===== src/hdl/kpsdr_pkg.sv =====
// ----------------------------------------------------------------------------
// Keypad scanner package
// Shared types, constants and helper functions for the keypad scanner with
// debounce, auto-repeat and event ring.
// ----------------------------------------------------------------------------
package kpsdr_pkg;

    // Matrix geometry and storage sizes.
    localparam int ROWS         = 7;
    localparam int COLUMNS      = 5;
    localparam int RING_SLOTS   = 8;
    localparam int RING_AW      = $clog2(RING_SLOTS);
    localparam int RING_CW      = $clog2(RING_SLOTS + 1);
    localparam int QUEUE_DEPTH  = 2;
    localparam int SAMPLE_W     = 35;
    localparam int RAW_W        = 8;
    localparam int QUEUED_W     = 3;
    localparam int CFG_INDEX_W  = 2;
    localparam int CFG_DATA_W   = 16;

    // Command codes on the input channel.
    typedef enum logic [1:0] {
        CMD_SCAN      = 2'd0,
        CMD_POLL      = 2'd1,
        CMD_CLEAR     = 2'd2,
        CMD_SET_SHIFT = 2'd3
    } cmd_t;

    // Event kinds.
    localparam logic [1:0] KIND_NONE    = 2'd0;
    localparam logic [1:0] KIND_PRESS   = 2'd1;
    localparam logic [1:0] KIND_RELEASE = 2'd2;
    localparam logic [1:0] KIND_REPEAT  = 2'd3;

    // Configuration register indexes.
    localparam logic [CFG_INDEX_W-1:0] REG_DEBOUNCE  = 2'd0;
    localparam logic [CFG_INDEX_W-1:0] REG_STEP      = 2'd1;
    localparam logic [CFG_INDEX_W-1:0] REG_THRESHOLD = 2'd2;
    localparam logic [CFG_INDEX_W-1:0] REG_RELOAD    = 2'd3;

    // Configuration reset values.
    localparam logic [3:0]  DEBOUNCE_RESET  = 4'd3;
    localparam logic [15:0] STEP_RESET      = 16'd10;
    localparam logic [15:0] THRESHOLD_RESET = 16'd500;
    localparam logic [15:0] RELOAD_RESET    = 16'd400;

    // The key that toggles the shift state.
    localparam logic [2:0] SHIFT_KEY_ROW    = 3'd6;
    localparam logic [2:0] SHIFT_KEY_COLUMN = 3'd1;

    // Classified item passed from the front end to the back end.
    typedef struct packed {
        cmd_t             cmd;
        logic [RAW_W-1:0] raw;
        logic             shift_value;
    } item_t;

    // One entry of the event ring.
    typedef struct packed {
        logic       shifted;
        logic [2:0] column;
        logic [2:0] row;
        logic [1:0] kind;
    } event_t;

    // One result word.
    typedef struct packed {
        logic                event_valid;
        logic [1:0]          event_kind;
        logic [2:0]          key_row;
        logic [2:0]          key_column;
        logic                key_shifted;
        logic                shift_now;
        logic                activity;
        logic [QUEUED_W-1:0] queued;
    } result_t;

    // Lowest set column of a raw code, zero when none is set.
    function automatic logic [2:0] lowest_column(input logic [RAW_W-1:0] raw);
        logic [2:0] col;
        col = 3'd0;
        for (int c = 4; c >= 0; c--) begin
            if (raw[c]) begin
                col = 3'(c);
            end
        end
        return col;
    endfunction

    // Build a ring entry from a raw code.
    function automatic event_t make_event(input logic [1:0] kind,
                                          input logic [RAW_W-1:0] raw,
                                          input logic shifted);
        event_t ev;
        ev.kind    = kind;
        ev.row     = raw[7:5];
        ev.column  = lowest_column(raw);
        ev.shifted = shifted;
        return ev;
    endfunction

    // Ring pointer advance with wrap.
    function automatic logic [RING_AW-1:0] ring_inc(input logic [RING_AW-1:0] ptr);
        return (ptr == RING_AW'(RING_SLOTS - 1)) ? '0 : ptr + 1'b1;
    endfunction

    // Number of entries between tail and head.
    function automatic logic [RING_CW-1:0] ring_count(input logic [RING_AW-1:0] head,
                                                      input logic [RING_AW-1:0] tail);
        logic [RING_CW-1:0] h;
        logic [RING_CW-1:0] t;
        h = RING_CW'(head);
        t = RING_CW'(tail);
        return (head >= tail) ? (h - t) : (h + RING_CW'(RING_SLOTS) - t);
    endfunction

endpackage


===== src/hdl/kpsdr_front.sv =====
// ----------------------------------------------------------------------------
// Keypad scanner front end
// Classifies an input word: finds the first row with any column set and
// forms the raw key code that the back end works on.
// ----------------------------------------------------------------------------
module kpsdr_front (
    input  logic [1:0]                   cmd,
    input  logic [kpsdr_pkg::SAMPLE_W-1:0] matrix_sample,
    input  logic                         shift_value,
    output kpsdr_pkg::item_t             item
);
    import kpsdr_pkg::*;

    logic [RAW_W-1:0] raw;

    // Priority encode over rows; the lowest row with a set column wins.
    always_comb begin
        raw = '0;
        for (int r = ROWS - 1; r >= 0; r--) begin
            if (matrix_sample[r*5 +: COLUMNS] != '0) begin
                raw = {3'(r), 5'(matrix_sample[r*5 +: COLUMNS])};
            end
        end
    end

    // Pack the classified item.
    always_comb begin
        item.cmd         = cmd_t'(cmd);
        item.raw         = raw;
        item.shift_value = shift_value;
    end

endmodule


===== src/hdl/kpsdr_queue.sv =====
// ----------------------------------------------------------------------------
// Keypad scanner item queue
// Short first-in first-out queue between the front end and the back end.
// ----------------------------------------------------------------------------
module kpsdr_queue (
    input  logic             aclk,
    input  logic             aresetn,
    input  logic             push,
    input  kpsdr_pkg::item_t push_item,
    output logic             not_full,
    input  logic             pop,
    output kpsdr_pkg::item_t pop_item,
    output logic             not_empty
);
    import kpsdr_pkg::*;

    localparam int QAW = (QUEUE_DEPTH > 1) ? $clog2(QUEUE_DEPTH) : 1;
    localparam int QCW = $clog2(QUEUE_DEPTH + 1);

    item_t          slot_reg [QUEUE_DEPTH];
    logic [QAW-1:0] wr_ptr_reg, wr_ptr_next;
    logic [QAW-1:0] rd_ptr_reg, rd_ptr_next;
    logic [QCW-1:0] count_reg, count_next;

    assign not_full  = (count_reg != QCW'(QUEUE_DEPTH));
    assign not_empty = (count_reg != '0);
    assign pop_item  = slot_reg[rd_ptr_reg];

    // Pointer and fill count update.
    always_comb begin
        wr_ptr_next = wr_ptr_reg;
        rd_ptr_next = rd_ptr_reg;
        count_next  = count_reg;
        if (push) begin
            wr_ptr_next = (wr_ptr_reg == QAW'(QUEUE_DEPTH - 1)) ? '0 : wr_ptr_reg + 1'b1;
        end
        if (pop) begin
            rd_ptr_next = (rd_ptr_reg == QAW'(QUEUE_DEPTH - 1)) ? '0 : rd_ptr_reg + 1'b1;
        end
        if (push && !pop) begin
            count_next = count_reg + 1'b1;
        end else if (pop && !push) begin
            count_next = count_reg - 1'b1;
        end
    end

    always_ff @(posedge aclk) begin
        if (!aresetn) begin
            wr_ptr_reg <= '0;
            rd_ptr_reg <= '0;
            count_reg  <= '0;
        end else begin
            wr_ptr_reg <= wr_ptr_next;
            rd_ptr_reg <= rd_ptr_next;
            count_reg  <= count_next;
        end
    end

    // Storage write.
    always_ff @(posedge aclk) begin
        if (push) begin
            slot_reg[wr_ptr_reg] <= push_item;
        end
    end

endmodule


===== src/hdl/kpsdr_back.sv =====
// ----------------------------------------------------------------------------
// Keypad scanner back end
// Debounce, auto-repeat, shift toggle and the event ring; holds the
// configuration registers and the output register.
// ----------------------------------------------------------------------------
module kpsdr_back (
    input  logic                            aclk,
    input  logic                            aresetn,
    input  logic                            cfg_write,
    input  logic [kpsdr_pkg::CFG_INDEX_W-1:0] cfg_index,
    input  logic [kpsdr_pkg::CFG_DATA_W-1:0]  cfg_data,
    input  logic                            q_valid,
    input  kpsdr_pkg::item_t                q_item,
    output logic                            q_pop,
    output logic                            out_valid,
    input  logic                            out_ready,
    output kpsdr_pkg::result_t              out_result
);
    import kpsdr_pkg::*;

    // Configuration.
    logic [3:0]  debounce_reg;
    logic [15:0] step_reg;
    logic [15:0] threshold_reg;
    logic [15:0] reload_reg;

    // Scanner state.
    logic [RAW_W-1:0]   prev_raw_reg, prev_raw_next;
    logic [RAW_W-1:0]   stable_raw_reg, stable_raw_next;
    logic [3:0]         settle_reg, settle_next;
    logic [15:0]        repeat_reg, repeat_next;
    logic               shift_reg, shift_next;
    logic [RING_AW-1:0] head_reg, head_next;
    logic [RING_AW-1:0] tail_reg, tail_next;
    event_t             ring_reg [RING_SLOTS];

    // Output stage.
    logic    out_valid_reg, out_valid_next;
    result_t result_reg, result_next;

    logic        enq;
    event_t      enq_word;
    event_t      tail_word;
    logic [3:0]  settle_inc;
    logic [16:0] repeat_sum;
    logic [15:0] repeat_sat;
    logic        shift_key;

    assign q_pop      = q_valid && (!out_valid_reg || out_ready);
    assign out_valid  = out_valid_reg;
    assign out_result = result_reg;
    assign tail_word  = ring_reg[tail_reg];

    // Counter arithmetic for a repeated raw code.
    assign settle_inc = (settle_reg < debounce_reg) ? settle_reg + 1'b1 : settle_reg;
    assign repeat_sum = {1'b0, repeat_reg} + {1'b0, step_reg};
    assign repeat_sat = repeat_sum[16] ? 16'hFFFF : repeat_sum[15:0];
    assign shift_key  = (q_item.raw[7:5] == SHIFT_KEY_ROW)
                     && (lowest_column(q_item.raw) == SHIFT_KEY_COLUMN);

    // Execute one item.
    always_comb begin
        prev_raw_next   = prev_raw_reg;
        stable_raw_next = stable_raw_reg;
        settle_next     = settle_reg;
        repeat_next     = repeat_reg;
        shift_next      = shift_reg;
        head_next       = head_reg;
        tail_next       = tail_reg;
        enq             = 1'b0;
        enq_word        = '0;
        result_next     = result_reg;
        out_valid_next  = out_valid_reg && !out_ready;
        if (q_pop) begin
            result_next    = '0;
            out_valid_next = 1'b1;
            unique case (q_item.cmd)
                CMD_SCAN: begin
                    if (q_item.raw != prev_raw_reg) begin
                        result_next.activity = 1'b1;
                        settle_next          = '0;
                        prev_raw_next        = q_item.raw;
                    end else begin
                        settle_next = settle_inc;
                        if (settle_inc >= debounce_reg) begin
                            if (stable_raw_reg != q_item.raw) begin
                                enq = 1'b1;
                                if (q_item.raw != '0) begin
                                    enq_word    = make_event(KIND_PRESS, q_item.raw, shift_reg);
                                    repeat_next = '0;
                                    if (shift_key) begin
                                        shift_next = ~shift_reg;
                                    end
                                end else begin
                                    enq_word = make_event(KIND_RELEASE, stable_raw_reg,
                                                          shift_reg);
                                end
                                stable_raw_next = q_item.raw;
                            end else if (q_item.raw != '0) begin
                                repeat_next = repeat_sat;
                                if (repeat_sat >= threshold_reg) begin
                                    repeat_next = reload_reg;
                                    enq         = 1'b1;
                                    enq_word    = make_event(KIND_REPEAT, q_item.raw, shift_reg);
                                end
                            end
                        end
                    end
                end
                CMD_POLL: begin
                    if (head_reg != tail_reg) begin
                        result_next.event_valid = 1'b1;
                        result_next.event_kind  = tail_word.kind;
                        result_next.key_row     = tail_word.row;
                        result_next.key_column  = tail_word.column;
                        result_next.key_shifted = tail_word.shifted;
                        tail_next               = ring_inc(tail_reg);
                    end
                end
                CMD_CLEAR: begin
                    stable_raw_next = '0;
                    prev_raw_next   = '0;
                    settle_next     = '0;
                    shift_next      = 1'b0;
                    head_next       = '0;
                    tail_next       = '0;
                end
                CMD_SET_SHIFT: begin
                    shift_next = q_item.shift_value;
                end
                default: begin
                    shift_next = shift_reg;
                end
            endcase
            // Enqueue drops the oldest entry when the ring is full.
            if (enq) begin
                head_next = ring_inc(head_reg);
                if (ring_inc(head_reg) == tail_reg) begin
                    tail_next = ring_inc(tail_reg);
                end
            end
            result_next.shift_now = shift_next;
            result_next.queued    = QUEUED_W'(ring_count(head_next, tail_next));
        end
    end

    // Control and state registers.
    always_ff @(posedge aclk) begin
        if (!aresetn) begin
            debounce_reg   <= DEBOUNCE_RESET;
            step_reg       <= STEP_RESET;
            threshold_reg  <= THRESHOLD_RESET;
            reload_reg     <= RELOAD_RESET;
            prev_raw_reg   <= '0;
            stable_raw_reg <= '0;
            settle_reg     <= '0;
            repeat_reg     <= '0;
            shift_reg      <= 1'b0;
            head_reg       <= '0;
            tail_reg       <= '0;
            out_valid_reg  <= 1'b0;
        end else begin
            if (cfg_write) begin
                unique case (cfg_index)
                    REG_DEBOUNCE:  debounce_reg  <= cfg_data[3:0];
                    REG_STEP:      step_reg      <= cfg_data;
                    REG_THRESHOLD: threshold_reg <= cfg_data;
                    REG_RELOAD:    reload_reg    <= cfg_data;
                    default:       reload_reg    <= reload_reg;
                endcase
            end
            prev_raw_reg   <= prev_raw_next;
            stable_raw_reg <= stable_raw_next;
            settle_reg     <= settle_next;
            repeat_reg     <= repeat_next;
            shift_reg      <= shift_next;
            head_reg       <= head_next;
            tail_reg       <= tail_next;
            out_valid_reg  <= out_valid_next;
        end
    end

    // Payload registers.
    always_ff @(posedge aclk) begin
        result_reg <= result_next;
        if (enq) begin
            ring_reg[head_reg] <= enq_word;
        end
    end

`ifndef SYNTHESIS
    // A clear leaves an empty ring behind.
    assert property (@(posedge aclk) disable iff (!aresetn)
        q_pop && q_item.cmd == CMD_CLEAR |=> result_reg.queued == '0)
        else $error("ring not empty after clear");

    // Only a poll can return an event.
    assert property (@(posedge aclk) disable iff (!aresetn)
        q_pop && q_item.cmd != CMD_POLL |=> !result_reg.event_valid)
        else $error("event reported on a non-poll word");

    // A poll on a non-empty ring always returns an event.
    assert property (@(posedge aclk) disable iff (!aresetn)
        q_pop && q_item.cmd == CMD_POLL && head_reg != tail_reg
        |=> result_reg.event_valid && result_reg.event_kind != KIND_NONE)
        else $error("poll missed a queued event");

    // Activity is only flagged for scans.
    assert property (@(posedge aclk) disable iff (!aresetn)
        q_pop && q_item.cmd != CMD_SCAN |=> !result_reg.activity)
        else $error("activity flagged on a non-scan word");

    // A stalled result holds.
    assert property (@(posedge aclk) disable iff (!aresetn)
        out_valid_reg && !out_ready |=> out_valid_reg && $stable(result_reg))
        else $error("stalled result changed");
`endif

endmodule


===== src/hdl/keypad_scan_debounce_repeat.sv =====
// ----------------------------------------------------------------------------
// Keypad scanner with debounce and auto-repeat
// Scans a 7x5 key matrix, debounces the key code, queues press, release and
// repeat events in an eight-slot ring and hands them out on poll words.
//
// Usage:
//   s_ channel: one word per command. s_tuser carries the command (scan,
//   poll, clear, set shift); s_tdata carries the matrix sample and the new
//   shift value. Every accepted word produces exactly one m_ word.
//   m_ channel: m_tuser carries the event flag and kind, m_tdata the key,
//   shift state, activity flag and ring fill count.
//   cfg_ channel: writes debounce count, repeat step, repeat threshold and
//   repeat reload by index; cfg_ready is always high. Write only while idle.
// Timing:
//   The result of an accepted word passes through the queue slot and the
//   back end's output register to m_. One word per cycle while m_ is not
//   stalled: the back end updates each word at once, behind a two-entry queue.
// Reset and stalls:
//   aresetn clears all scanner state and loads the register defaults
//   (3, 10, 500, 400). When m_tready is low the result holds, the back end
//   stops and the queue fills; s_tready falls once the queue is full.
// ----------------------------------------------------------------------------
module keypad_scan_debounce_repeat (
    input  logic                              aclk,
    input  logic                              aresetn,
    // Input channel.
    input  logic                              s_tvalid,
    output logic                              s_tready,
    input  logic [39:0]                       s_tdata,   // matrix_sample[34:0], shift_value[35]
    input  logic [1:0]                        s_tuser,   // cmd[1:0]
    // Result channel.
    output logic                              m_tvalid,
    input  logic                              m_tready,
    output logic [15:0]                       m_tdata,   // key_row[2:0], key_column[5:3],
                                                         // key_shifted[6], shift_now[7],
                                                         // activity[8], queued[11:9]
    output logic [2:0]                        m_tuser,   // event_valid[0], event_kind[2:1]
    // Configuration channel.
    input  logic                              cfg_valid,
    output logic                              cfg_ready,
    input  logic [kpsdr_pkg::CFG_INDEX_W-1:0] cfg_index,
    input  logic [kpsdr_pkg::CFG_DATA_W-1:0]  cfg_data
);
    import kpsdr_pkg::*;

    item_t   front_item;
    item_t   q_item;
    logic    q_not_full;
    logic    q_not_empty;
    logic    q_pop;
    result_t result;

    assign cfg_ready = 1'b1;
    assign s_tready  = q_not_full;

    // Classification of the incoming word.
    kpsdr_front u_front (
        .cmd           (s_tuser),
        .matrix_sample (s_tdata[SAMPLE_W-1:0]),
        .shift_value   (s_tdata[SAMPLE_W]),
        .item          (front_item)
    );

    // Queue between front and back end.
    kpsdr_queue u_queue (
        .aclk      (aclk),
        .aresetn   (aresetn),
        .push      (s_tvalid && q_not_full),
        .push_item (front_item),
        .not_full  (q_not_full),
        .pop       (q_pop),
        .pop_item  (q_item),
        .not_empty (q_not_empty)
    );

    // State update and output register.
    kpsdr_back u_back (
        .aclk       (aclk),
        .aresetn    (aresetn),
        .cfg_write  (cfg_valid),
        .cfg_index  (cfg_index),
        .cfg_data   (cfg_data),
        .q_valid    (q_not_empty),
        .q_item     (q_item),
        .q_pop      (q_pop),
        .out_valid  (m_tvalid),
        .out_ready  (m_tready),
        .out_result (result)
    );

    // Result packing.
    assign m_tuser = {result.event_kind, result.event_valid};
    assign m_tdata = {4'd0, result.queued, result.activity, result.shift_now,
                      result.key_shifted, result.key_column, result.key_row};

endmodule


===== config.mk =====
export PLATFORM = sky130hd
export DESIGN_NAME = keypad_scan_debounce_repeat
export DESIGN_NICKNAME = d
export VERILOG_FILES = /design/src/hdl/kpsdr_pkg.sv /design/src/hdl/kpsdr_front.sv /design/src/hdl/kpsdr_queue.sv /design/src/hdl/kpsdr_back.sv /design/src/hdl/keypad_scan_debounce_repeat.sv
export SDC_FILE = /design/constraint.sdc
export NUM_CORES = 1
export LEC_CHECK = 0
export BUFFER_PORTS_ARGS = -buffer_cell sky130_fd_sc_hd__buf_2
export CAP_MARGIN = 20
export CORE_MARGIN = 2
export CORE_UTILIZATION = 54
export DETAILED_ROUTE_END_ITERATION = 7
export HOLD_SLACK_MARGIN = 0.08
export PLACE_DENSITY = 0.78
export SLEW_MARGIN = 10
export SYNTH_ARGS = -nofsm -noshare
export SYNTH_HDL_FRONTEND = slang
export SYNTH_SLANG_ARGS = --single-unit

===== constraint.sdc =====
create_clock -name aclk -period 5.3 [get_ports aclk]
set_input_delay 0.795 -clock aclk [delete_from_list [all_inputs] [get_ports aclk]]
set_output_delay 0.795 -clock aclk [all_outputs]
set_load 0.05 [all_outputs]

### Yosys cells after proc, flatten, opt, wreduce, memory -nomap -nowiden

Memory sizes are Yosys's and may differ from the RTL's. A register that Yosys moved wholly into a read port is not among the register bits.
Index checks and enable logic that the tools add are counted.

* register bits: 115
* word-level logic and storage cells: 173
* output and inout port bits: 22
* memory bits (writable): 94
* input port bits: 65
* memories: 2

Memories
* u_back.ring_reg: words 8, width 9, rd ports 1, clocked after Yosys merged registers in 1, write ports 1, line kpsdr_back.sv:35 `event_t ring_reg [RING_SLOTS];`
* u_queue.slot_reg: words 2, width 11, rd ports 1, clocked after Yosys merged registers in 1, write ports 1, line kpsdr_queue.sv:20 `item_t slot_reg [QUEUE_DEPTH];`

* bitwise operators: 2
* magnitude comparators: 4
* mux-type cells: 79
* equal/unequal tests: 19
* reduce and logical (&&, ||, !) cells: 33
* add/subtract/negate cells: 11

Operator list (number)
* 8-bit two-way mux: 12
* 16-bit two-way mux: 5
* 3-bit two-way mux: 22
* 9-bit two-way mux: 7
* 5-bit nonzero test: 7
* 8-bit one-hot mux with 2 select lines: 2
* 1-bit two-way mux: 23
* 16-bit by 16-bit adder with 17-bit output: 1
* 16-bit greater-or-equal comparator: 1
* 8-bit != test: 2
* 2-bit AND reduction: 6
* 10-bit two-way mux: 1
* 5-bit AND reduction: 2
* 3-bit by 1-bit adder with 3-bit output (second input constant): 3
* 3-bit equality test (second input constant): 3
* 2-bit equality test (second input constant): 4
* 4-bit two-way mux: 2
* 4-bit one-hot mux with 2 select lines: 1
* 8-bit nonzero test: 1
* 1-bit logical AND: 6
* 2-bit by 1-bit != test with 1-bit output (second input constant): 3
* 3-bit one-hot mux with 2 select lines: 1
* 2-bit nonzero test: 3
* 3-bit subtractor: 2
* other kinds (19): 28

### Depth between registers and ports, before layout

Gate-level depths: netlist of the first run.

* word-level depth: 15
* depth in mapped cells: 21
* mapped depth without buffers: 19

### Cells and area by module

A second synthesis of the first run with hierarchy kept.

* cells, all modules: 1012
* area, all modules: 10591.4 um2

By module, submodules not included
* kpsdr_back: area each 9113.7 um2, sequential area each 4594.4 um2, times used 1, cells each 885
* kpsdr_queue: area each 1008.5 um2, sequential area each 760.7 um2, times used 1, cells each 56
* kpsdr_front: area each 417.9 um2, sequential area each 0.0 um2, times used 1, cells each 63
* keypad_scan_debounce_repeat: area each 51.3 um2, sequential area each 0.0 um2, times used 1, cells each 8

### Worst setup path after synthesis of the first run

No wires, ideal clock.

* path type: reg-to-reg
* from: reg u_back.repeat_reg[0]
* to: mem u_back.ring_reg[2][0] (netlist name) (enable)
* library setup time: 0.403 ns
* setup slack: -0.367 ns
* clock period less this slack: 5.667 ns
* stages on the path, launching flop included: 19
* data arrival time: 5.264 ns
* cell sequence: dfxtp_1 > ha_1 > fa_1 > a21o_1 > a21oi_1 > o211a_1 > o2111ai_1 > a31o_2 > a21oi_1 > clkbuf_1 > buf_1 > nand2_1 > ha_1 > nand4_1 > o31ai_1 > a211oi_4 > nor2_1 > nand2_1 > nor4b_1

* cells in the longest elaborated chain, start to end: 13

Ends and longest elaborated chain
* start: declaration: line kpsdr_back.sv:31 `logic [15:0] repeat_reg, repeat_next;`
* start signal: assignment: line kpsdr_back.sv:175 `repeat_reg <= repeat_next;`
* 16-bit by 16-bit adder with 17-bit output: line kpsdr_back.sv:56 `assign repeat_sum = {1'b0, repeat_reg} + {1'b0, step_reg};`
* 16-bit two-way mux: line kpsdr_back.sv:57 `assign repeat_sat = repeat_sum[16] ? 16'hFFFF : repeat_sum[15:0];`
* 16-bit greater-or-equal comparator: line kpsdr_back.sv:101 `if (repeat_sat >= threshold_reg) begin`
* 1-bit two-way mux: line kpsdr_back.sv:101
* 1-bit two-way mux: line kpsdr_back.sv:99 `end else if (q_item.raw != '0) begin`
* 1-bit two-way mux: line kpsdr_back.sv:86 `if (stable_raw_reg != q_item.raw) begin`
* 1-bit two-way mux: line kpsdr_back.sv:85 `if (settle_inc >= debounce_reg) begin`
* 1-bit two-way mux: line kpsdr_back.sv:79 `if (q_item.raw != prev_raw_reg) begin`
* 1-bit two-way mux: line kpsdr_back.sv:77 `unique case (q_item.cmd)`
* 1-bit two-way mux (2 in series): line kpsdr_back.sv:74 `if (q_pop) begin`
* 1-bit two-way mux: line kpsdr_back.sv:186 `if (enq) begin`
* 1-bit two-way mux (implied by the code): line kpsdr_back.sv:187 `ring_reg[head_reg] <= enq_word;`
* end: declaration: line kpsdr_back.sv:35

Every way passes these cells. The select of a mux whose other input is x is not followed.

### Final worst setup path of the first run

* from: reg u_back.repeat_reg[0]
* to: reg u_back.result_reg (netlist bit u_back.out_result[2]) (data pin)

* cells in the longest elaborated chain, start to end: 15

Ends and longest elaborated chain
* 16-bit by 16-bit adder with 17-bit output *: line kpsdr_back.sv:56
* 16-bit two-way mux *: line kpsdr_back.sv:57
* 16-bit greater-or-equal comparator *: line kpsdr_back.sv:101
* 1-bit two-way mux *: line kpsdr_back.sv:101
* 1-bit two-way mux *: line kpsdr_back.sv:99
* 1-bit two-way mux *: line kpsdr_back.sv:86
* 1-bit two-way mux *: line kpsdr_back.sv:85
* 1-bit two-way mux *: line kpsdr_back.sv:79
* 1-bit two-way mux *: line kpsdr_back.sv:77
* 1-bit two-way mux *: line kpsdr_back.sv:74
* 3-bit two-way mux: line kpsdr_back.sv:136 `if (enq) begin`
* 3-bit two-way mux: line kpsdr_back.sv:74
* 3-bit by 1-bit adder with 3-bit output: line kpsdr_pkg.sv:114 `return (head >= tail) ? (h - t) : (h + RING_CW'(RING_SLOTS) - t);`
* 3-bit subtractor: line kpsdr_pkg.sv:114
* 3-bit two-way mux *: line kpsdr_pkg.sv:114
* end signal: assignment: line kpsdr_back.sv:185 `result_reg <= result_next;`
* end: declaration: line kpsdr_back.sv:39 `result_t result_reg, result_next;`

Mark *: on every way between the ends. The rest lies on a longest branch, timed or not. The select of a mux whose other input is x is not followed.
A chain may end at the register's enable or synchronous reset.

==> results of run 1 <==
-- metal layers --
metal  track usage (%)  up-vias  routed length, µm
li1                  -     3828                  -
met1              31.0     3786              10500
met2              38.0      224              10700
met3              2.75       19               1210
met4              4.01        0                248
met5                 0        -                  0
-- cell type report --
class	count	area, µm²
Sequential cell	213	5360
Clock inverter	15	263
Tap cell	260	325
Inverter	42	158
Fill cell	1442	6620
Timing Repair Buffer	120	722
Clock buffer	25	582
Multi-Input combinational cell	711	4810
-- stage by stage --
step                      power (mW)  instance area [µm²]  worst slack [ns]  utilization, %  TNS [ns]
final                           5.23                12200             0.118            64.9         0
after floorplan                 3.14                10400            -0.222               -     -2.72
after global routing            5.48                12200            0.0271            64.9         0
after global placement          3.45                11200           -0.0227            59.7    -0.181
after CTS                       5.25                12100            0.0159            64.2         0
after detailed placement        3.48                11200            -0.101            59.7     -3.26
-- logic make-up after synthesis --
| group | after synthesis |
|---|---|
| xor+xnor | 44 |
| simple gates | 350 |
| other cells | 2 |
| mux | 42 |
| fa+ha+maj | 51 |
| flops | 213 |
| compound gates | 219 |
| buf+inv | 89 |
-- critical path: cells and delay by family (launching register included) --
kind            cells  cell delay (ns)
compound gates     12             2.44
xor+xnor            1             0.12
fa+ha+maj           4             1.31
buf+inv             3             0.44
flops               1             0.32
simple gates        2             0.30
-- what timing repair did --
action                                  in CTS  in global routing
pin swaps                                    0                  6
buffers inserted                             0                  5
cloned                                       0                  1
endpoints found under the setup margin     114                154
resized for setup                            2                 17
-- final timing paths --
check / to / startpoint / slack (ns)
worst min register to register: u_back.reload_reg[1]$_SDFFE_PN0P_ / u_back.reload_reg[1]$_SDFFE_PN0P_ / 0.45
worst max-delay path: u_back.out_result[2]$_DFFE_PP_ / u_back.repeat_reg[0]$_SDFFE_PN0P_ / 0.12
worst max register to register: u_back.out_result[2]$_DFFE_PP_ / u_back.repeat_reg[0]$_SDFFE_PN0P_ / 0.12
worst min-delay path: u_back.reload_reg[1]$_SDFFE_PN0P_ / u_back.reload_reg[1]$_SDFFE_PN0P_ / 0.45
-- power groups by stage --
stage | registers (mW) | clock network [mW] | logic [mW]
CTS | 2.11 | 1.79 | 1.34
global placement | 2.14 | 0 | 1.31
global route | 2.14 | 1.86 | 1.47
detailed placement | 2.15 | 0 | 1.33
floorplan | 2.27 | 0 | 0.875
finish | 2.11 | 1.77 | 1.35
-- cells in the final DEF (no fill, tap or decap), types with 3 or more instances in the layout --
| cell type | netlist | routed |
|---|---|---|
| mux4_2 | 18 | 18 |
| buf_2 | 1 | 78 |
| nand3_1 | 16 | 16 |
| nor2_2 | 2 | 4 |
| nand2_1 | 156 | 156 |
| mux2i_1 | 15 | 15 |
| o21bai_1 | 6 | 6 |
| clkbuf_16 | 0 | 22 |
| a22o_1 | 8 | 8 |
| nor2b_1 | 4 | 4 |
| mux2i_2 | 6 | 6 |
| dfxtp_1 | 104 | 104 |
| a211oi_1 | 5 | 5 |
| or3_1 | 10 | 10 |
| a21oi_1 | 105 | 98 |
| xnor2_1 | 34 | 34 |
| nand3b_1 | 3 | 3 |
| edfxtp_1 | 109 | 109 |
| or4_1 | 6 | 6 |
| nand2b_1 | 12 | 12 |
| ha_1 | 49 | 48 |
| o211ai_1 | 9 | 9 |
| nand4_1 | 3 | 3 |
| xor2_1 | 10 | 10 |
| inv_1 | 41 | 41 |
| a21oi_2 | 0 | 6 |
| conb_1 | 2 | 5 |
| a21o_1 | 11 | 11 |
| a31oi_1 | 12 | 12 |
| nor2_1 | 84 | 82 |
| nor3b_1 | 5 | 4 |
| clkinv_2 | 0 | 3 |
| nor4_1 | 6 | 5 |
| and2_1 | 4 | 4 |
| nor3_1 | 18 | 17 |
| bufinv_16 | 0 | 7 |
| buf_4 | 5 | 40 |
| o21ai_0 | 38 | 37 |
| o2111ai_1 | 4 | 3 |
==> flow_summary.toml, run 1 <==
[timing]
worst_pin_slew_ns = 1.04
finalCriticalPeriod_ns = 5.18
slew_headroom_pct = 30.1
rsz0062_at_grt = "false"
final_hold_viol_count = 0
fin_crit_sh_pct = 97.8
slew_viol_final = 0
finalSetupViolCount = 0
hold_ws_ns = 0.451
max_freq_mhz = 193
clock_skew_ns = 0.0138

[layout]
drive_gt1_share_pct = 19.9
largest_reg_flops = 72
fin_nets = 1225
diodes = 0
area_growth_pct = 17.5
fin_cells = 1386

[placed_design]
numPortBuffers = 77
placed_cells = 1340
place_hpwl_um = 15000
globalplace.congestion = 0.882

[clock_network]
cts_buffers = 22
cts_tree = "yes"
cts_root_buffer = "clkbuf_16"
holdBufCountCts = 0
clk_latency_ns = 0.50
clockBufferDepth = 3
clock-sinks = 213
cts.reportedPaths.clkPinSlew_ns = 0.06
h-tree-depth = 1

[synth]
synth_commonest_cells = "nand2_1 (156), edfxtp_1 (109), a21oi_1 (105), dfxtp_1 (104), nor2_1 (84)"
synthMuxAreaShare_pct = 6.57
synth_area_mm2 = 0.0104
synth_top_family_by_area = "simple AND/OR/NAND/NOR gates"
synth_compound_gate_area_share_pct = 12.8
yosys.area.top_type = "edfxtp_1"
ys_warn_count = 0
yosysTopAreaCellShare_pct = 31.5
synth_area_per_cell_um2 = 10.3
yosys-top-cells-area = "edfxtp_1 (31%), dfxtp_1 (20%), ha_1 (5.9%)"
synthAdderAreaFrac_pct = 6.20
ys_ff_latch = 213
synth-main-ff-cell = "edfxtp_1"
synth-edff-count = 109
yosys.area_share.simple_pct = 15.6
synth-seq-area-share_pct = 51.5
synth_cell_types = 72
syn-instance-count = 1010
synthArstFlopShare_pct = 0
synth-xor-area-share_pct = 3.71
synth_most_common_cell = "nand2_1"

[routing]
dr_total_vias = 7857
drt_pass1_iterations = 5
antenna_left = 0
drtIter0Drc = 662
wirelength_um = 22600
wl_per_cell_um = 16.3
drt-vias-per-instance = 5.67
drc_errors = 0

[setup_path]
worst_ep_arrival_time_ns = 5.44
crit_type = "reg -> reg"
cpPeakStageDelay_ns = 0.47
worstPathRequired_ns = 5.56
start_kind = "register"
cp_common_cell = "a21o_1"
reg2reg_depth = 22
crit_path_max_fanout = 8
crit_slowest_cell = "fa_1"
timing.critical_path.cells = "ha_1 -> fa_1 -> a21o_1 -> a21oi_2 -> o211a_1 -> o2111ai_2 -> a31o_2 -> a21oi_4 -> buf_6 -> buf_12 -> nand2b_1 -> ha_1 -> a21o_1 -> a21o_1 -> a21o_1 -> and2b_2 -> a211o_2 -> buf_4 -> a21oi_1 -> a21oi_2 -> maj3_2 -> xnor2_1"
end_kind = "register"

[floorplanning]
core_area_mm2 = 0.0188
initial_core_util_pct = 55.2
dieArea_mm2 = 0.0204
rows = 50
fp.dieH_um = 143
dieWidth_um = 143
ioPinCount = 87

[power]
vdd_drop_max_mv = 0.268
netSwitchingFraction_pct = 32.1
combPwrFrac_pct = 25.9
switchingPower_mw = 1.68
p_int_mw = 3.56
p_seq_share_pct = 40.4
p_clk_share_pct = 33.8
leakage_nw = 4.88
power.density_mw_per_mm2 = 429

[outcome]
status = "completed"

[grt]
grt_overflow = 0
grt_pass1_wl_um = 36500
antenna_found_initial = 0
grt_start_max_net_pins = 46
grt_pass1_vias = 7429
grt_usage_pct = 22.2

[worst_hold_path]
hold_depth = 2
hold_class = "reg -> reg"

[job]
cap_viol_max_count = 0
Power figures use the tool's default switching activity.
==> run 2: changes to the inputs <==
==> constraint.sdc (replaced) <==
create_clock -name aclk -period 5.3 [get_ports aclk]
set_input_delay 0.53 -clock aclk [delete_from_list [all_inputs] [get_ports aclk]]
set_output_delay 0.53 -clock aclk [all_outputs]
set_load 0.05 [all_outputs]
==> run 2 against run 1 <==
Net effect:
- utilization shrank 0.76 points
- final cell count shrank 0.14%
- non-clock buffer count shrank 1
- critical path type unchanged
- combinational power is essentially flat
- die area is the same
- highest routed layer unchanged
==> flow_summary.toml, run 2 (same netlist as run 1, synthesis figures left out) <==
[outcome]
status = "completed"

[setup_path]
rr_startpoint = "u_back.repeat_reg[0]$_SDFFE_PN0P_"
cpPeakStageDelay_ns = 0.42
crit_path_max_fanout = 5
regToRegSetupSlack_ns = 0.18
start_kind = "register"
timing.critical_path.cells = "ha_1 -> fa_2 -> a21o_1 -> a21oi_2 -> o211a_1 -> o2111ai_2 -> a31o_2 -> a21oi_4 -> buf_6 -> buf_4 -> nand2b_1 -> ha_1 -> a21o_1 -> a21o_1 -> a21o_1 -> and2b_2 -> a211o_2 -> buf_4 -> a21oi_1 -> a21oi_2 -> maj3_2 -> xnor2_1"
worst_ep_arrival_time_ns = 5.39
cp_common_cell = "a21o_1"
crit_buf_inv = 3
reg2reg_depth = 22
crit_slowest_cell = "fa_2"
crit_start = "u_back.repeat_reg[0]$_SDFFE_PN0P_"
crit_type = "reg -> reg"
cp.depth = 22
crit_end = "u_back.out_result[2]$_DFFE_PP_"
worstPathRequired_ns = 5.57
cp_top_family = "compound AO/OA/AOI/OAI gates"
end_kind = "register"
r2r-end = "u_back.out_result[2]$_DFFE_PP_"

[timing]
hold_ws_ns = 0.200
finalSetupViolCount = 0
setup_slack_ns = 0.182
slew_headroom_pct = 28.2
slew_viol_final = 0
final_hold_viol_count = 0
worst_pin_slew_ns = 1.07
clock_skew_ns = 0.0212
max_freq_mhz = 195
finalCriticalPeriod_ns = 5.12
fin_crit_sh_pct = 96.6

[routing]
drtIter0Drc = 430
drt_pass1_iterations = 5
wl_per_cell_um = 16.0
drt-vias-per-instance = 5.60
wirelength_um = 22200
antenna_left = 0
dr_total_vias = 7751
drc_errors = 0

[layout]
nFillCells = 1489
fin_nets = 1224
final_cell_mix = "nand2_1 (155), edfxtp_1 (109), dfxtp_1 (104), a21oi_1 (101), nor2_1 (81)"
diodes = 0
drive_gt1_share_pct = 19.5
utilization_pct = 64.1
area_growth_pct = 16.1
largest_reg_flops = 72
layout_commonest_cell = "nand2_1"

[grt]
grt_start_max_net_pins = 72
grt_pass1_wl_um = 36200
grt_pass1_vias = 7483
grt_usage_pct = 22.1
antenna_found_initial = 0
grt_overflow = 0

[floorplanning]
rows = 50
fp.dieH_um = 143
initial_core_util_pct = 55.2
core_area_mm2 = 0.0188
dieWidth_um = 143
ioPinCount = 87
dieArea_mm2 = 0.0204

[placed_design]
pre_cts_slack_ns = 0.102
globalplace.congestion = 0.908
numPortBuffers = 77
place_hpwl_um = 15100

[clock_network]
cts_root_buffer = "clkbuf_16"
h-tree-depth = 1
cts.reportedPaths.clkPinSlew_ns = 0.06
clock-sinks = 213
clockBufferDepth = 3
cts_setup_buffers = 0
clk_latency_ns = 0.52
cts_tree = "yes"
cts_buffers = 22

[power]
p_total_mw = 5.01
vdd_drop_max_mv = 0.343
power.density_mw_per_mm2 = 415
leakage_nw = 4.82

[job]
cap_viol_max_count = 0

[worst_hold_path]
hold_class = "in -> reg"
==> run 2: per-stage QoR <==
step | cell area, µm² | TNS (ns) | cells
after global placement | 11300 | 0 | 1343
final | 12100 | 0 | 1384
after global routing | 12100 | -0.0221 | 1384
after floorplan | 10400 | -2.72 | 1013
after detailed placement | 11300 | 0 | 1343
after CTS | 12000 | 0 | 1382
==> run 2: final cells by class <==
class / count / area [µm²] / share of cell area, %
flip-flops and latches: 213 / 5360 / 44.4
multi-input cells: 711 / 4790 / 39.7
repair buffers: 119 / 714 / 5.92
clock buffers: 25 / 572 / 4.74
well taps: 260 / 325 / 2.69
inverters: 42 / 158 / 1.31
clock inverters: 14 / 155 / 1.29
==> run 2: where the power goes <==
part / leakage [nW] / internal, mW / switching, mW / total (mW)
registers: 2.04 / 1.93 / 0.196 / 2.13
clock network: 0.360 / 0.922 / 0.630 / 1.55
logic: 2.43 / 0.487 / 0.844 / 1.33
==> run 2: worst min-delay path by stage <==
stage	slack, ns	cells past startpoint	end	from
final	0.20	1	u_queue.slot_reg[1][9]$_DFFE_PP_	s_tuser[0]
after global routing	0.19	1	u_queue.slot_reg[0][0]$_DFFE_PP_	s_tdata[35]
after CTS	0.19	1	u_queue.slot_reg[1][0]$_DFFE_PP_	s_tdata[35]
after detailed placement	0.44	2	u_back.reload_reg[0]$_SDFFE_PN0P_	u_back.reload_reg[0]$_SDFFE_PN0P_
after global placement	0.44	2	u_back.reload_reg[15]$_SDFFE_PN0P_	u_back.reload_reg[15]$_SDFFE_PN0P_
after floorplan	0.43	2	u_back.repeat_reg[0]$_SDFFE_PN0P_	u_back.repeat_reg[0]$_SDFFE_PN0P_
==> run 2: timing repair <==
item,CTS,global route
endpoints found under the setup margin,0,152
hold buffers,0,0
gates resized for setup,0,22
==> run 2: metal layers <==
layer	GRT usage (%)	vias up	part of all wire (%)
met4	5.32	0	1.4
met3	3.12	25	6.3
met1	30.6	3667	46
met5	0	-	0
li1	-	3816	-
met2	37.0	243	46
